[config.mk]
export PLATFORM = sky130hd
export DESIGN_NAME = bdeq_cell
export DESIGN_NICKNAME = d
export VERILOG_FILES = /design/src/design/bdeq_pkg.sv /design/src/design/bdeq_cell.sv
export SDC_FILE = /design/constraint.sdc
export NUM_CORES = 1
export LEC_CHECK = 0
export ABC_AREA = 1
export BUFFER_PORTS_ARGS = -buffer_cell sky130_fd_sc_hd__buf_4
export CAP_MARGIN = 25
export CORE_AREA = 2 2 90 92
export CTS_CLUSTER_SIZE = 10
export DETAILED_ROUTE_END_ITERATION = 8
export DIE_AREA = 0 0 92 94
export HOLD_SLACK_MARGIN = 0.08
export PLACE_DENSITY = 0.81
export SLEW_MARGIN = 5
export SYNTH_ARGS = -nofsm -noshare
export SYNTH_HDL_FRONTEND = slang
export SYNTH_SLANG_ARGS = --single-unit
[constraint.sdc]
create_clock -name clk -period 2.21 [get_ports clk]
set_input_delay 0.442 -clock clk [delete_from_list [all_inputs] [get_ports clk]]
set_output_delay 0.442 -clock clk [all_outputs]
set_load 0.02 [all_outputs]
[src/design/bdeq_pkg.sv]
// Shared types and constants for the bounded double-ended queue core.
// Used by bdeq_cell and bounded_double_ended_queue_core; depends on nothing.
package bdeq_pkg;

	localparam int DEPTH  = 64;
	localparam int DATA_W = 32;
	localparam int CNT_W  = $clog2(DEPTH + 1);

	localparam logic [2:0] OP_PUSH_FRONT  = 3'd0;
	localparam logic [2:0] OP_PUSH_BACK   = 3'd1;
	localparam logic [2:0] OP_DRAIN_FRONT = 3'd2;
	localparam logic [2:0] OP_DRAIN_BACK  = 3'd3;
	localparam logic [2:0] OP_LIST        = 3'd4;

	localparam logic [1:0] KIND_STORED = 2'd0;
	localparam logic [1:0] KIND_VALUE  = 2'd1;
	localparam logic [1:0] KIND_EMPTY  = 2'd2;
	localparam logic [1:0] KIND_FULL   = 2'd3;

	typedef enum logic [3:0] {
		ST_IDLE  = 4'b0001,
		ST_FRONT = 4'b0010,
		ST_LIST  = 4'b0100,
		ST_BACK  = 4'b1000
	} state_t;

	// Command broadcast to every cell of the chain.
	typedef struct packed {
		logic take_left;
		logic take_right;
		logic rotate;
		logic append;
	} cell_ctrl_t;

endpackage

[src/design/bdeq_cell.sv]
// One storage cell of the queue chain: an element and its occupied bit.
// Depends on bdeq_pkg for the data width and the cell command struct.
module bdeq_cell
	import bdeq_pkg::*;
(
	input  logic              clk,
	input  logic              arst_n,
	input  cell_ctrl_t        ctrl,
	input  logic [DATA_W-1:0] left_data,
	input  logic              left_valid,
	input  logic [DATA_W-1:0] right_data,
	input  logic              right_valid,
	input  logic [DATA_W-1:0] head_data,
	input  logic [DATA_W-1:0] value,
	output logic [DATA_W-1:0] data,
	output logic              valid
);

	logic [DATA_W-1:0] data_q;
	logic              valid_q;

	always_ff @(posedge clk or negedge arst_n) begin
		if (!arst_n) begin
			valid_q <= 1'b0;
		end else begin
			priority if (ctrl.take_left) begin
				valid_q <= left_valid;
			end else if (ctrl.take_right) begin
				valid_q <= right_valid;
			end else if (ctrl.append && !valid_q && left_valid) begin
				valid_q <= 1'b1;
			end else begin
				valid_q <= valid_q;
			end
		end
	end

	// During a listing the chain rotates: the last occupied cell takes the head.
	always_ff @(posedge clk) begin
		priority if (ctrl.take_left) begin
			data_q <= left_data;
		end else if (ctrl.take_right) begin
			data_q <= right_data;
		end else if (ctrl.rotate) begin
			data_q <= (valid_q && !right_valid) ? head_data : right_data;
		end else if (ctrl.append && !valid_q && left_valid) begin
			data_q <= value;
		end else begin
			data_q <= data_q;
		end
	end

	assign data  = data_q;
	assign valid = valid_q;

endmodule

==> flow_summary.yaml, run 1 <==
min_path:
  hp-start: "left_data[17]"
  hold-path-endpoint: "data[17]"
  hp-class: "in2reg"
  hold_path_depth: 3
clock_network:
  htreeDepth: 2
  cts_buffer_depth: 2
  clkSinkCount: 33
  cts_tree: "built"
  clkTransAtPathRegs_ns: 0.07
  clock_latency_ns: 0.28
  cts_resized: 0
  postCtsSetupBuffers: 0
  cts_made_buffers: 5
  hold_buffers: 1
  cts-root-buf: "clkbuf_8"
die:
  die_w_um: 92
  pin_count: 169
  core_area_um2: 7610
  start_util: 0.403
  die_y_um: 94
  dieArea_um2: 8650
  rows: 32
logic_synthesis:
  muxShareOfSynthArea: 0
  synth_ff_type: "edfxtp_1"
  yosysWarningCount: 0
  yosysTopAreaCell: "edfxtp_1"
  synth_top_area_share: 0.314
  synth.avg_cell_area_um2: 7.16
  netlist_area_um2: 3060
  synth_commonest_cells: "nand2_1 (130), inv_1 (67), a21oi_1 (64)"
  synth-simple-area-share: 0.388
  syn-num-nets: 564
  synth.most_common_cell: "nand2_1"
  synth_top_family_by_area: "simple AND/OR/NAND/NOR gates"
  synth_area_leaders: "edfxtp_1 (31%), nand2_1 (16%), a21oi_1 (10%), nand3_2 (9.8%), inv_1 (8.2%)"
  yosys.area_share.adder: 0
  synth-compound-area-share: 0.108
  synth-seq-cells: 33
  synth.distinct_cells: 22
  synth_edf_count: 32
  synthXorXnorAreaFrac: 0
  synthCells: 428
  synth_sequential_area_ratio: 0.322
  async_reset_ff_frac: 0.0303
timing:
  tightestPinTransition_ns: 0.481
  finalSetupViolCount: 0
  period_needed_ns: 1.63
  rsz0062_at_grt: "false"
  finalSetupTns_ns: 0
  whs_ns: 0.426
  timing_hold_violations_final: 0
  fin_skew_ns: 0.00795
  maxSlewViolCount: 0
  fin_crit_sh: 0.736
  relSlewSlack: 0.679
  clock.fmax_mhz: 615
cells_and_area:
  area_growth_pct: 41.2
  multi_input_area_um2: 1520
  fin_nets: 718
  diodes: 0
  drive_gt1_frac: 0.425
  regArea_um2: 987
  final.fill_count: 711
setup_path:
  cp-end-kind: "primary output"
  worst_path_largest_cell_delay_ns: 0.67
  path_buf_inv: 1
  critPathKind: "reg2out"
  critPathArrivalTime_ns: 1.19
  slowest_stage: "dfrtp_2"
  cp_top_family: "flip-flops"
  crit_fanout: 23
  startpoint_type: "register"
  reg2reg_depth: 6
  crit_required_ns: 1.77
  cp_cell_sequence: "buf_4"
  r2r-end: "data[22]"
  r2r_start: "valid"
  r2r_slack_ns: 0.61
grt:
  grt_overflow: 0
  grtUsageTotal: 0.207
  grt_pass1_vias: 3256
  use_met3: 0.0498
  antenna_found_initial: 0
  grt_pass1_wl_um: 14400
  grt_busiest_layer: "met2"
  grt_max_degree: 34
  gr-usage-met2: 0.357
  use_met1: 0.250
power_and_ir_drop:
  finalPower_uw: 2000
  ir_drop_v: 0.000225
  leakage_uw: 0.00236
  p_per_area_nw_per_um2: 463
routing:
  num_vias: 3364
  wirelength_um: 9220
  wl_per_cell_um: 13.5
  drc: 0
  via_per_inst: 4.91
  drt_pass1_iterations: 4
  postRouteAntennaNets: 0
  drt_iter0_markers: 157
run_status:
  outcome: "finished, final reports clean"
place:
  hpwl_um: 6940
  gp_congestion: 0.806
  portBuffers: 168
run:
  cap_viol_max_count: 0
[layout by cell type, fill, tap and decap left out]
| cell type | count |
|---|---|
| edfxtp_1 | 32 |
| a21oi_1 | 64 |
| nand3b_1 | 1 |
| dfrtp_2 | 1 |
| inv_1 | 67 |
| o21ai_1 | 1 |
| a31oi_1 | 1 |
| nand2_2 | 30 |
| nand2_8 | 1 |
| nand3_2 | 30 |
| inv_4 | 1 |
| nand2_1 | 130 |
| nand4_1 | 1 |
| inv_8 | 1 |
| nand3_1 | 35 |
| clkinv_2 | 2 |
| buf_4 | 177 |
| dlygate4sd3_1 | 1 |
| clkbuf_1 | 1 |
| clkbuf_8 | 5 |
| nor2_1 | 1 |
[sequential cells by signal (all words and copies together) (netlist names)]
name   cells
data      32
valid      1
[through the flow]
stage	setup WS (ns)	instances	cell area, um^2	util
6_report	0.583	685	4330	0.569
5_1_grt	0.500	685	4330	0.569
4_1_cts	0.564	685	4330	0.569
3_5_place_dp	0.562	676	4230	0.556
3_3_place_gp	0.598	676	4230	0.556
2_1_floorplan	-0.0490	428	3080	-
[how the worst max path moves through the flow]
stage	start	end	slack [ns]	depth (start not counted)
after floorplan	ctrl[1]	data[0]	-0.05	4
after global placement	right_valid	data[8]	0.60	8
after detailed placement	right_valid	data[5]	0.56	8
after CTS	valid	valid	0.56	1
after global routing	valid	data[28]	0.50	6
final	valid	valid	0.58	1
[cell families after synthesis]
| family | after synthesis |
|---|---|
| AO/OA/AOI/OAI | 66 |
| buffers and inverters | 100 |
| flip-flops | 33 |
| AND/OR/NAND/NOR | 229 |
[routing by layer]
metal | routed length (um) | vias up
met5 | 0 | -
met4 | 175 | 0
met3 | 854 | 20
met2 | 4520 | 174
met1 | 3670 | 1508
li1 | - | 1662
[layout make-up]
type	instances	share of cell area
Sequential cell	33	0.228
Multi-Input combinational cell	295	0.351
Clock buffer	6	0.0168
Clock inverter	2	0.00231
Inverter	69	0.0622
Timing Repair Buffer	178	0.310
Tap cell	102	0.0295
[report_power, final]
part,switching [uW],internal (uW)
combinational,396,357
clock,232,219
sequential,35.0,765
total,663,1340
[worst register-to-register path, delay by kind of cell, from the launching register on]
family                 cells  cell delay (ns)
buffers and inverters      1             0.31
DFF                        1             0.67
and+or+nand+nor            5             0.39
Power figures use the tool's default switching activity.
==> run 2: changes to the inputs <==
--- a/config.mk
+++ b/config.mk
@@ -8,12 +8,12 @@
 export ABC_AREA = 1
 export BUFFER_PORTS_ARGS = -buffer_cell sky130_fd_sc_hd__buf_4
 export CAP_MARGIN = 25
-export CORE_AREA = 2 2 90 92
+export CORE_AREA = 2 2 85 87
 export CTS_CLUSTER_SIZE = 10
 export DETAILED_ROUTE_END_ITERATION = 8
-export DIE_AREA = 0 0 92 94
+export DIE_AREA = 0 0 87 89
 export HOLD_SLACK_MARGIN = 0.08
-export PLACE_DENSITY = 0.81
+export PLACE_DENSITY = 0.86
 export SLEW_MARGIN = 5
 export SYNTH_ARGS = -nofsm -noshare
 export SYNTH_HDL_FRONTEND = slang
==> constraint.sdc (replaced) <==
create_clock -name clk -period 1.6 [get_ports clk]
set_input_delay 0.32 -clock clk [delete_from_list [all_inputs] [get_ports clk]]
set_output_delay 0.32 -clock clk [all_outputs]
set_load 0.02 [all_outputs]
==> run 2 against run 1 <==
  * Clock skew decreased by 0.0017 ns
  * Die area down 10%
  * Via count grew 4.1%
  * Register-to-register slack worse by 0.40 ns
  * Combinational power up 45%
  * Critical endpoint unchanged
  * Largest cell class unchanged
==> flow_summary.yaml, run 2 (synthesized netlist as in run 1, its figures left out) <==
run_status:
  outcome: "finished, final reports clean"
routing:
  drt_pass1_iterations: 5
  postRouteAntennaNets: 0
  num_vias: 3502
  via_per_inst: 5.26
  wirelength_um: 9640
  drt_iter0_markers: 234
  wl_per_cell_um: 14.5
  drc: 0
timing:
  finalSetupTns_ns: 0
  period_needed_ns: 1.50
  finalSetupViolCount: 0
  rsz0062_at_grt: "false"
  fin_skew_ns: 0.00628
  maxSlewViolCount: 0
  setup_ws_ns: 0.0982
  timing_hold_violations_final: 0
  tightestPinTransition_ns: 0.397
  fin_crit_sh: 0.939
  relSlewSlack: 0.735
  clock.fmax_mhz: 666
min_path:
  hold_path_depth: 3
  hp-class: "in2reg"
die:
  rows: 30
  core_area_um2: 6720
  pin_count: 169
  start_util: 0.456
  die_y_um: 89
  dieArea_um2: 7740
  die_w_um: 87
setup_path:
  critPathArrivalTime_ns: 1.18
  cp-end-kind: "primary output"
  startpoint_type: "register"
  crit_fanout: 28
  crit_required_ns: 1.28
  reg2reg_depth: 3
  critPathKind: "reg2out"
place:
  hpwl_um: 7330
  portBuffers: 168
  gp_congestion: 0.816
  placed_area_um2: 4270
  dp_worst_setup_slack_ns: 0.160
grt:
  grt_overflow: 0
  grt_pass1_wl_um: 15000
  grtUsageTotal: 0.243
  use_met3: 0.0489
  gr-usage-met2: 0.439
  grt_pass1_vias: 3380
  antenna_found_initial: 0
  grt_busiest_layer: "met2"
  use_met1: 0.286
  grt_max_degree: 65
clock_network:
  clkTransAtPathRegs_ns: 0.07
  cts_tree: "built"
  clkSinkCount: 33
  clock_latency_ns: 0.28
  cts_buffer_depth: 2
  cts_made_buffers: 5
  cts-root-buf: "clkbuf_8"
  htreeDepth: 2
power_and_ir_drop:
  leakage_uw: 0.00239
  swShare: 0.332
  p_per_area_nw_per_um2: 641
  ir_drop_v: 0.000269
  combPwrFrac: 0.390
  p_sw_uw: 929
  finalPower_uw: 2800
  clkPwrFrac: 0.221
  p_int_uw: 1870
  seq_power_share: 0.389
cells_and_area:
  area_growth_pct: 42.5
  final_cell_mix: "buf_4 (175), nand2_1 (130), inv_1 (67)"
  final_common_cell: "buf_4"
  drive_gt1_frac: 0.428
  final_area_um2: 4370
  largest_reg_flops: 32
  diodes: 0
  fin_nets: 721
run:
  cap_viol_max_count: 0
-- run 2: changes by cell type in the layout (fill, tap and decap cells not counted) --
cell	change
buf_6	+1
buf_4	-2
buf_12	+4
inv_2	+1
inv_8	-1
-- run 2: critical path, stage by stage (launching register included) --
cell,delay [ns]
dfrtp_2,0.45
buf_6,0.26
buf_4,0.19
-- run 2: repair_timing --
| item | 4_1_cts | 5_1_grt |
|---|---|---|
| gates resized for setup | 0 | 1 |
| endpoints found under the hold margin | 1 | 0 |
| buffers inserted | 0 | 0 |
| hold buffers | 1 | 0 |
| setup endpoints to repair | 0 | 1 |
-- run 2: metrics by stage --
stage	instances	hold WS, ns	util
after floorplan	428	0.0244	-
after global placement	657	0.102	0.636
after detailed placement	657	0.104	0.636
after CTS	666	0.299	0.649
after global routing	666	0.304	0.650
final	666	0.309	0.650
-- run 2: layer usage --
metal | up-vias | share of wire | wire length, um
met3 | 22 | 0.097 | 932
met2 | 212 | 0.50 | 4830
li1 | 1669 | - | -
met5 | - | 0 | 0
met1 | 1599 | 0.38 | 3650
met4 | 0 | 0.024 | 227
-- run 2: power groups by stage --
stage	Sequential, uW	Combinational [uW]	Clock (uW)
floorplan	1220	516	0
global placement	1110	1050	0
detailed placement	1110	1080	0
CTS	1090	1090	633
global route	1100	1190	671
finish	1090	1090	620
-- run 2: final timing paths --
path,end,startpoint,slack (ns)
min in group asynchronous,valid,arst_n,0.37
worst max register to register,data[14],valid,0.21
worst min register to register,valid,valid,0.86
worst min-delay path,data[23],left_data[23],0.31
worst max-delay path,valid,valid,0.1
max in group asynchronous,valid,arst_n,1.14
-- run 2: layout make-up --
cell class | instances | area (um^2)
clock buffer | 6 | 72.6
tap | 80 | 100
sequential | 33 | 987
clock inverter | 2 | 10.0
inverter | 69 | 262
timing repair buffer | 181 | 1420
fill | 559 | 2350
multi-input combinational | 295 | 1520
